**src/design/ftpp_pkg.sv**
```systemverilog
// ----------------------------------------------------------------------------
// ftpp_pkg
// Shared types and constants of the file transfer packet parser.
// ----------------------------------------------------------------------------
package ftpp_pkg;

    // Number of size bytes a start packet may carry into the announced size.
    localparam int SIZE_FIELD_BYTES = 4;
    localparam int SIZE_TAKE = (SIZE_FIELD_BYTES < 4) ? SIZE_FIELD_BYTES : 4;

    // Depth of the result queue between parser and output.
    localparam int QUEUE_DEPTH = 4;
    localparam int QUEUE_PTR_W = $clog2(QUEUE_DEPTH);
    localparam int QUEUE_CNT_W = $clog2(QUEUE_DEPTH + 1);

    // Packet type bytes.
    localparam logic [7:0] TYPE_DATA  = 8'h01;
    localparam logic [7:0] TYPE_START = 8'h02;
    localparam logic [7:0] TYPE_END   = 8'h03;

    typedef enum logic [2:0] {
        KIND_PAYLOAD = 3'd0,
        KIND_NAME    = 3'd1,
        KIND_START   = 3'd2,
        KIND_SKIP    = 3'd3,
        KIND_END     = 3'd4,
        KIND_UNKNOWN = 3'd5
    } t_kind;

    typedef enum logic [3:0] {
        PH_IDLE  = 4'd0,
        PH_CT1   = 4'd1,
        PH_CL1   = 4'd2,
        PH_CSIZE = 4'd3,
        PH_CT2   = 4'd4,
        PH_CL2   = 4'd5,
        PH_CNAME = 4'd6,
        PH_DSEQ  = 4'd7,
        PH_DLHI  = 4'd8,
        PH_DLLO  = 4'd9,
        PH_DPAY  = 4'd10
    } t_phase;

    typedef struct packed {
        t_kind       kind;
        logic [7:0]  byte_value;
        logic [31:0] size_value;
        logic [31:0] packets_accepted;
        logic        size_match;
    } t_result;

endpackage

```
**src/design/ftpp_front.sv**
```systemverilog
// ----------------------------------------------------------------------------
// ftpp_front
// Byte-serial packet parser: classifies each accepted byte, keeps the
// transfer counters and produces at most one result per byte.
// ----------------------------------------------------------------------------
module ftpp_front
    import ftpp_pkg::*;
(
    input  logic       i_clk,
    input  logic       i_rst_n,
    input  logic       i_valid,
    input  logic [7:0] i_data_byte,
    input  logic       i_packet_start,
    output logic       o_res_valid,
    output t_result    o_res
);

    t_phase      r_phase, n_phase;
    logic [1:0]  r_packet_type, n_packet_type;
    logic [15:0] r_field_counter, n_field_counter;
    logic [7:0]  r_size_len, n_size_len;
    logic [7:0]  r_name_len, n_name_len;
    logic [15:0] r_payload_len, n_payload_len;
    logic        r_seq_ok, n_seq_ok;
    logic [31:0] r_expected_seq, n_expected_seq;
    logic [31:0] r_received_total, n_received_total;
    logic [31:0] r_announced_size, n_announced_size;

    logic [15:0] fc_inc;
    logic [15:0] len_lo;
    logic        is_ctrl;

    assign fc_inc  = r_field_counter + 16'd1;
    assign len_lo  = {r_payload_len[15:8], i_data_byte};
    assign is_ctrl = (i_data_byte == TYPE_START) || (i_data_byte == TYPE_END);

    // Next parse phase.
    always_comb begin
        n_phase = r_phase;
        if (i_packet_start) begin
            if (i_data_byte == TYPE_DATA) begin
                n_phase = PH_DSEQ;
            end else if (is_ctrl) begin
                n_phase = PH_CT1;
            end else begin
                n_phase = PH_IDLE;
            end
        end else begin
            unique case (r_phase)
                PH_CT1:   n_phase = PH_CL1;
                PH_CL1:   n_phase = (i_data_byte == 8'd0) ? PH_CT2 : PH_CSIZE;
                PH_CSIZE: n_phase = (fc_inc >= {8'd0, r_size_len}) ? PH_CT2 : PH_CSIZE;
                PH_CT2:   n_phase = PH_CL2;
                PH_CL2:   n_phase = (i_data_byte == 8'd0) ? PH_IDLE : PH_CNAME;
                PH_CNAME: n_phase = (fc_inc >= {8'd0, r_name_len}) ? PH_IDLE : PH_CNAME;
                PH_DSEQ:  n_phase = PH_DLHI;
                PH_DLHI:  n_phase = PH_DLLO;
                PH_DLLO:  n_phase = (len_lo == 16'd0) ? PH_IDLE : PH_DPAY;
                PH_DPAY:  n_phase = (fc_inc >= r_payload_len) ? PH_IDLE : PH_DPAY;
                default:  n_phase = PH_IDLE;
            endcase
        end
    end

    // Field registers, counters and the result of this byte.
    always_comb begin
        n_packet_type    = r_packet_type;
        n_field_counter  = r_field_counter;
        n_size_len       = r_size_len;
        n_name_len       = r_name_len;
        n_payload_len    = r_payload_len;
        n_seq_ok         = r_seq_ok;
        n_expected_seq   = r_expected_seq;
        n_received_total = r_received_total;
        n_announced_size = r_announced_size;
        o_res_valid           = 1'b0;
        o_res.kind            = KIND_PAYLOAD;
        o_res.byte_value      = 8'd0;
        o_res.size_value      = 32'd0;
        o_res.packets_accepted = r_expected_seq;
        o_res.size_match      = 1'b0;

        if (i_packet_start) begin
            n_field_counter = 16'd0;
            if (i_data_byte == TYPE_DATA) begin
                n_packet_type = TYPE_DATA[1:0];
            end else if (is_ctrl) begin
                n_packet_type = i_data_byte[1:0];
                if (i_data_byte == TYPE_START) begin
                    n_expected_seq   = 32'd0;
                    n_received_total = 32'd0;
                    n_announced_size = 32'd0;
                end
            end else begin
                n_packet_type    = 2'd0;
                o_res_valid      = 1'b1;
                o_res.kind       = KIND_UNKNOWN;
                o_res.byte_value = i_data_byte;
            end
        end else begin
            unique case (r_phase)
                PH_CL1: begin
                    n_size_len      = i_data_byte;
                    n_field_counter = 16'd0;
                end
                PH_CSIZE: begin
                    // Only the leading size bytes of a start packet are kept.
                    for (int k = 0; k < SIZE_TAKE; k++) begin
                        if (r_packet_type == TYPE_START[1:0] && r_field_counter == 16'(k)) begin
                            n_announced_size[8*k +: 8] = r_announced_size[8*k +: 8] | i_data_byte;
                        end
                    end
                    n_field_counter = fc_inc;
                end
                PH_CL2: begin
                    n_name_len      = i_data_byte;
                    n_field_counter = 16'd0;
                    o_res_valid     = 1'b1;
                    if (r_packet_type == TYPE_START[1:0]) begin
                        o_res.kind       = KIND_START;
                        o_res.size_value = r_announced_size;
                    end else begin
                        o_res.kind       = KIND_END;
                        o_res.size_value = r_received_total;
                        o_res.size_match = (r_received_total == r_announced_size);
                    end
                end
                PH_CNAME: begin
                    n_field_counter  = fc_inc;
                    o_res_valid      = 1'b1;
                    o_res.kind       = KIND_NAME;
                    o_res.byte_value = i_data_byte;
                end
                PH_DSEQ: begin
                    n_seq_ok = (i_data_byte == r_expected_seq[7:0]);
                end
                PH_DLHI: begin
                    n_payload_len = {i_data_byte, 8'd0};
                end
                PH_DLLO: begin
                    n_payload_len   = len_lo;
                    n_field_counter = 16'd0;
                    if (r_seq_ok) begin
                        n_expected_seq = r_expected_seq + 32'd1;
                    end else begin
                        o_res_valid = 1'b1;
                        o_res.kind  = KIND_SKIP;
                    end
                end
                PH_DPAY: begin
                    n_field_counter = fc_inc;
                    if (r_seq_ok) begin
                        n_received_total = r_received_total + 32'd1;
                        o_res_valid      = 1'b1;
                        o_res.kind       = KIND_PAYLOAD;
                        o_res.byte_value = i_data_byte;
                    end
                end
                default: begin
                end
            endcase
        end
    end

    always_ff @(posedge i_clk) begin
        if (!i_rst_n) begin
            r_phase          <= PH_IDLE;
            r_packet_type    <= 2'd0;
            r_field_counter  <= 16'd0;
            r_size_len       <= 8'd0;
            r_name_len       <= 8'd0;
            r_payload_len    <= 16'd0;
            r_seq_ok         <= 1'b0;
            r_expected_seq   <= 32'd0;
            r_received_total <= 32'd0;
            r_announced_size <= 32'd0;
        end else if (i_valid) begin
            r_phase          <= n_phase;
            r_packet_type    <= n_packet_type;
            r_field_counter  <= n_field_counter;
            r_size_len       <= n_size_len;
            r_name_len       <= n_name_len;
            r_payload_len    <= n_payload_len;
            r_seq_ok         <= n_seq_ok;
            r_expected_seq   <= n_expected_seq;
            r_received_total <= n_received_total;
            r_announced_size <= n_announced_size;
        end
    end

endmodule

```
**src/design/ftpp_result_queue.sv**
```systemverilog
// ----------------------------------------------------------------------------
// ftpp_result_queue
// Small result queue that lets the parser run while the receiver stalls.
// ----------------------------------------------------------------------------
module ftpp_result_queue
    import ftpp_pkg::*;
(
    input  logic    i_clk,
    input  logic    i_rst_n,
    input  logic    i_wr,
    input  t_result i_wr_data,
    input  logic    i_rd,
    output logic    o_full,
    output logic    o_empty,
    output t_result o_head
);

    t_result                r_mem [QUEUE_DEPTH];
    logic [QUEUE_PTR_W-1:0] r_wr_ptr, n_wr_ptr;
    logic [QUEUE_PTR_W-1:0] r_rd_ptr, n_rd_ptr;
    logic [QUEUE_CNT_W-1:0] r_count, n_count;
    logic                   wr_en;
    logic                   rd_en;

    assign o_full  = (r_count == QUEUE_CNT_W'(QUEUE_DEPTH));
    assign o_empty = (r_count == '0);
    assign wr_en   = i_wr && !o_full;
    assign rd_en   = i_rd && !o_empty;
    assign o_head  = r_mem[r_rd_ptr];

    always_comb begin
        n_wr_ptr = wr_en ? QUEUE_PTR_W'((r_wr_ptr + 1'b1) % QUEUE_DEPTH) : r_wr_ptr;
        n_rd_ptr = rd_en ? QUEUE_PTR_W'((r_rd_ptr + 1'b1) % QUEUE_DEPTH) : r_rd_ptr;
        n_count  = r_count;
        if (wr_en && !rd_en) begin
            n_count = r_count + 1'b1;
        end else if (rd_en && !wr_en) begin
            n_count = r_count - 1'b1;
        end
    end

    always_ff @(posedge i_clk) begin
        if (wr_en) begin
            r_mem[r_wr_ptr] <= i_wr_data;
        end
    end

    always_ff @(posedge i_clk) begin
        if (!i_rst_n) begin
            r_wr_ptr <= '0;
            r_rd_ptr <= '0;
            r_count  <= '0;
        end else begin
            r_wr_ptr <= n_wr_ptr;
            r_rd_ptr <= n_rd_ptr;
            r_count  <= n_count;
        end
    end

endmodule

```
**src/design/file_transfer_packet_parser.sv**
```systemverilog
// ----------------------------------------------------------------------------
// file_transfer_packet_parser
// Byte-serial parser for start, end and sequenced data packets of a file
// transfer.
// ----------------------------------------------------------------------------
// Usage:
//   Input side: drive i_data_byte and i_packet_start (high on a packet's type
//   byte); a byte is taken on a rising edge with push high and full low.
//   Output side: while empty is low the oldest result is on the o_ ports;
//   pop high at a rising edge takes it.
//   Each byte yields zero or one result. The parser takes one byte per cycle
//   while full is low; a result shows in the cycle after its byte was taken.
//   Results wait in a four-entry queue, so the receiver may stall without
//   holding up the input until four results are pending; full then stays
//   high until a result is popped. Bytes that produce no result never need
//   queue space but are held off by full all the same.
//   Synchronous reset (i_rst_n low) returns the parser to idle, clears the
//   sequence, total and size counters and empties the queue.
// ----------------------------------------------------------------------------
module file_transfer_packet_parser
    import ftpp_pkg::*;
(
    input  logic        i_clk,
    input  logic        i_rst_n,
    input  logic        push,
    output logic        full,
    input  logic [7:0]  i_data_byte,
    input  logic        i_packet_start,
    output logic        empty,
    input  logic        pop,
    output logic [2:0]  o_kind,
    output logic [7:0]  o_byte_value,
    output logic [31:0] o_size_value,
    output logic [31:0] o_packets_accepted,
    output logic        o_size_match
);

    logic    accept;
    logic    res_valid;
    t_result res;
    t_result head;

    assign accept = push && !full;

    ftpp_front u_front (
        .i_clk          (i_clk),
        .i_rst_n        (i_rst_n),
        .i_valid        (accept),
        .i_data_byte    (i_data_byte),
        .i_packet_start (i_packet_start),
        .o_res_valid    (res_valid),
        .o_res          (res)
    );

    ftpp_result_queue u_queue (
        .i_clk     (i_clk),
        .i_rst_n   (i_rst_n),
        .i_wr      (accept && res_valid),
        .i_wr_data (res),
        .i_rd      (pop),
        .o_full    (full),
        .o_empty   (empty),
        .o_head    (head)
    );

    assign o_kind             = head.kind;
    assign o_byte_value       = head.byte_value;
    assign o_size_value       = head.size_value;
    assign o_packets_accepted = head.packets_accepted;
    assign o_size_match       = head.size_match;

endmodule
```
**config.mk**
```make
export PLATFORM = sky130hd
export DESIGN_NAME = file_transfer_packet_parser
export DESIGN_NICKNAME = d
export VERILOG_FILES = /design/src/design/ftpp_pkg.sv /design/src/design/ftpp_front.sv /design/src/design/ftpp_result_queue.sv /design/src/design/file_transfer_packet_parser.sv
export SDC_FILE = /design/constraint.sdc
export NUM_CORES = 1
export LEC_CHECK = 0
export ABC_AREA = 1
export CAP_MARGIN = 20
export CORE_MARGIN = 2
export CORE_UTILIZATION = 30
export CTS_CLUSTER_SIZE = 28
export DETAILED_ROUTE_END_ITERATION = 7
export DONT_BUFFER_PORTS = 1
export GPL_TIMING_DRIVEN = 0
export PLACE_DENSITY = 0.54
export SYNTH_ARGS = -nofsm -noshare
export SYNTH_HDL_FRONTEND = slang
export SYNTH_SLANG_ARGS = --single-unit
```
**constraint.sdc**
```tcl
create_clock -name i_clk -period 4.7 [get_ports i_clk]
set_input_delay 0.47 -clock i_clk [delete_from_list [all_inputs] [get_ports i_clk]]
set_output_delay 0.47 -clock i_clk [all_outputs]
set_load 0.05 [all_outputs]
```
==> results.txt <==
The fraction of synthesized cell area taken by the top area cell type is 0.428. The number of buffers and inverters on the critical path came out at 3. The final layout contains 2385 nets.

The clock arrives with about 29 ps of skew. The total negative slack for setup checks is 0 ps. The average wire length per cell after detail routing is slightly above 20 um.

The maximum vdd drop came out at about 0.27 mV. The source of the worst hold timing path is i_packet_start. The clock transition time at the flip-flop clock pins of the worst setup and hold paths came out at 60 ps. Setup violations remaining at the end of the flow were counted as 0. The worst pin sits at a relative slew slack of 0.228. The diode insertion count for antenna repair came out at 0. The worst hold margin came out at 88.2 ps. The clock net sink count is 464. The register bit count reported by yosys is 464. Across all register-to-register paths, the minimum setup slack is between 1000 and 1500 ps. The final wirelength came out at 68600 um. Post-CTS timing repair inserted 0 buffers for setup. The leakage dissipation came out at a little over 8 nW. The area of the die is 73200 um^2. Summing over every cut layer, the via total after detailed routing is 16800. TritonCTS built the clock tree. The total power density per cell area is 472 nW/um^2. The number of hold violations in the final report came out at 0. After synthesis the cells add up to 21300 um^2.

The commonest non-fill, non-tap cell in the layout is sky130_fd_sc_hd__nand2_1. The overall track demand over capacity in global routing came out at 0.184. The cts-stage hold buffer count is 0. The critical path is of the register to primary output type. The number of library cell types mapped by synthesis came out at 56. The number of nets still failing antenna checks after routing is 0. The most area-hungry cell type in the Yosys netlist is sky130_fd_sc_hd__edfxtp_1.

In this run the critical register-to-register path is captured at u_queue.r_mem[1][52]$_DFFE_PP_. The post-layout minimum cycle time came out at 4230 ps. The core occupancy in the finished layout came out at 0.350. The final cycle utilization of the critical path came out at 0.900. The most numerous cell type found on the critical path is sky130_fd_sc_hd__clkbuf_1. In the final layout, the share of cells above drive strength 1 is 0.0933. The height of the die came out at 271 um.

The number of flops mapped to enable cells by yosys came out at 304. The gate count of the mapped netlist is 2243. The worst reg-to-reg path cell count is 9. In this run the deepest clock path goes through 3 buffers.

The upper clock frequency limit is about 240 MHz. The root buffer cell chosen for the clock tree is sky130_fd_sc_hd__clkbuf_16. The average via count per standard cell is 5.09. The first TritonRoute pass finished after 5 iterations. In the synthesized netlist the dominant register cell turns out to be sky130_fd_sc_hd__edfxtp_1.

At the end of routability-driven placement, the weighted congestion stood at 0.969. Setup repair after global routing left no endpoint under its margin. The maximum number of pins on one net before global-route repair came out at 27. The sum of internal, switching and leakage power is 11.6 mW. At the later pin of the worst-skew pair, clock insertion delay measures 600 ps.

From synthesis to final layout, the design area changed by 15.4%. The die span in x came out at 271 um. The endpoint arrival time on the critical path came out at approximately 3800 ps. Summed over all layers, the global routing overflow is 0.

The type of the worst min-delay path is input pin to register. The number of antenna violations at the first check in global routing is 1. The count of port buffers added during placement came out at 0.

Grouping stages by cell kind, the critical path spends the most delay in buffers and inverters. The iteration-0 DRC count of the detailed router is 1614. The floorplan has 97 rows. The worst setup path is launched from a register.

The half-perimeter wire length of the detailed placement result is 49200 um. The initial standard-cell utilization of the core is 0.304. The first global-routing pass estimated 104000 um of wire.

The share of the Yosys chip area taken by registers is 0.579. The path with the worst hold slack has its endpoint at u_front.r_payload_len[0]$_SDFFE_PN0P_. The via count of the first global-routing pass is 16300.

The synthesized area per cell is 9.50 um^2. On the worst path, the slowest cell contributes a delay of 910 ps. The transition time of the tightest slew-check pin is 1170 ps. For this design the top-level I/O count stands at 91.

Yosys attributes the largest share of cell area to sky130_fd_sc_hd__edfxtp_1 43%, sky130_fd_sc_hd__dfxtp_1 15%, sky130_fd_sc_hd__nand2_1 6.2%. The number of synthesis warnings came out at 0. Prior to clock tree synthesis, the placed netlist has a worst setup slack of 530 ps. The max-cap check violation count came out at 0. In this run the critical register-to-register path is launched from u_front.r_phase[0]$_SDFFE_PN0P_. The area of the placeable core came out at 70100 um^2.

The final setup slack of the worst path is 468 ps. On the critical path, the stage with the largest delay is an instance of sky130_fd_sc_hd__o22ai_1. Along the worst path, the maximum fanout reaches 10. The flow ran to the end, and the final reports show no timing, DRC or antenna violations. The number of CTS-inserted buffers is 49. The number of stages on the worst hold path is 3. The residual DRC count came out at 0. The number of nets in the synthesized netlist is approximately 2300. For this run, asynchronously set or reset flops after synthesis account for 0. For the worst setup path, the data required time is 4230 ps. The number of pins exceeding their max-slew limit in the final report is 0. In the layout the commonest cells are 351 x sky130_fd_sc_hd__nand2_1, 304 x sky130_fd_sc_hd__edfxtp_1, 283 x sky130_fd_sc_hd__nor2_1. The worst setup path is captured at a primary output. The total number of H-tree levels is 2. Walking the worst path, the cells encountered are clkbuf_1 > clkbuf_2 > clkbuf_1 > nor2_1 > o22ai_1.
## state kept, by name, summed over array words and instances (netlist names), 2 cells and up, named ones only
name,flops
u_queue.r_mem,304
u_front.r_size_len,8
u_front.r_packet_type,2
u_queue.r_wr_ptr,2
u_front.r_payload_len,16
u_front.r_expected_seq,32
u_queue.r_rd_ptr,2
u_front.r_field_counter,16
u_front.r_name_len,8
u_front.r_phase,4
u_front.r_received_total,32
u_queue.r_count,3
u_front.r_announced_size,32
## layer usage
| layer | vias up | track usage | part of all wire |
|---|---|---|---|
| met4 | 0 | 0.0499 | 0.024 |
| met2 | 522 | 0.314 | 0.48 |
| li1 | 7980 | - | - |
| met3 | 97 | 0.0292 | 0.059 |
| met5 | - | 0 | 0 |
| met1 | 8241 | 0.243 | 0.43 |
## through the flow
step / instances / instance area [um^2]
after CTS: 3309 / 24600
after global placement: 3183 / 22500
after detailed placement: 3219 / 23000
final: 3308 / 24600
after floorplan: 2243 / 21300
after global routing: 3308 / 24600
## cell type report
class	count	area [um^2]
fillers	7176	45600
flip-flops and latches	464	12300
clock buffers	66	1340
clock inverters	24	218
plain buffers	110	508
inverters	222	850
well taps	940	1180
multi-input cells	1446	7690
repair buffers	36	465
## power breakdown
part           switching (mW)  internal [mW]  leakage, nW
logic                    2.56          0.633         3.34
clock network            1.64           2.18        0.764
registers              0.0855           4.51         4.18
total                    4.28           7.31         8.28
## tightest hold or removal path, cell delays in order
cell	delay [ps]
sky130_fd_sc_hd__nor2_4	40
sky130_fd_sc_hd__nand3_1	60
sky130_fd_sc_hd__a21oi_1	60
## worst max path at each step
stage	endpoint	cells past startpoint	slack (ps)
floorplan	u_queue.r_mem[0][0]$_DFFE_PP_	13	-410
global placement	u_queue.r_mem[0][43]$_DFFE_PP_	11	-4080
detailed placement	o_size_value[27]	5	530
CTS	o_packets_accepted[1]	6	50
global route	o_size_value[18]	5	370
finish	o_size_value[18]	5	470
## timing repair
action,CTS,global route
endpoints found under the hold margin,0,0
gates resized for setup,4,0
endpoints found under the setup margin,3,2
## cells by family after synthesis
family,count (synthesis),synth area share
AO/OA/AOI/OAI,524,0.141
XOR/XNOR,58,0.0238
adder cells (fa/ha/maj),43,0.0256
buffers and inverters,333,0.0638
flip-flops,464,0.579
AND/OR/NAND/NOR,821,0.167
## cell usage after synthesis, drive strengths merged, types with 37 or more instances
cell      n
nor3     64
nor2    300
dfxtp   160
xor2     37
o22ai    83
a21oi   168
ha       42
inv     218
clkbuf   72
nand2   355
nand4    43
buf      39
edfxtp  304
o21ai   205
No activity file was read; power rests on OpenSTA's default activity.
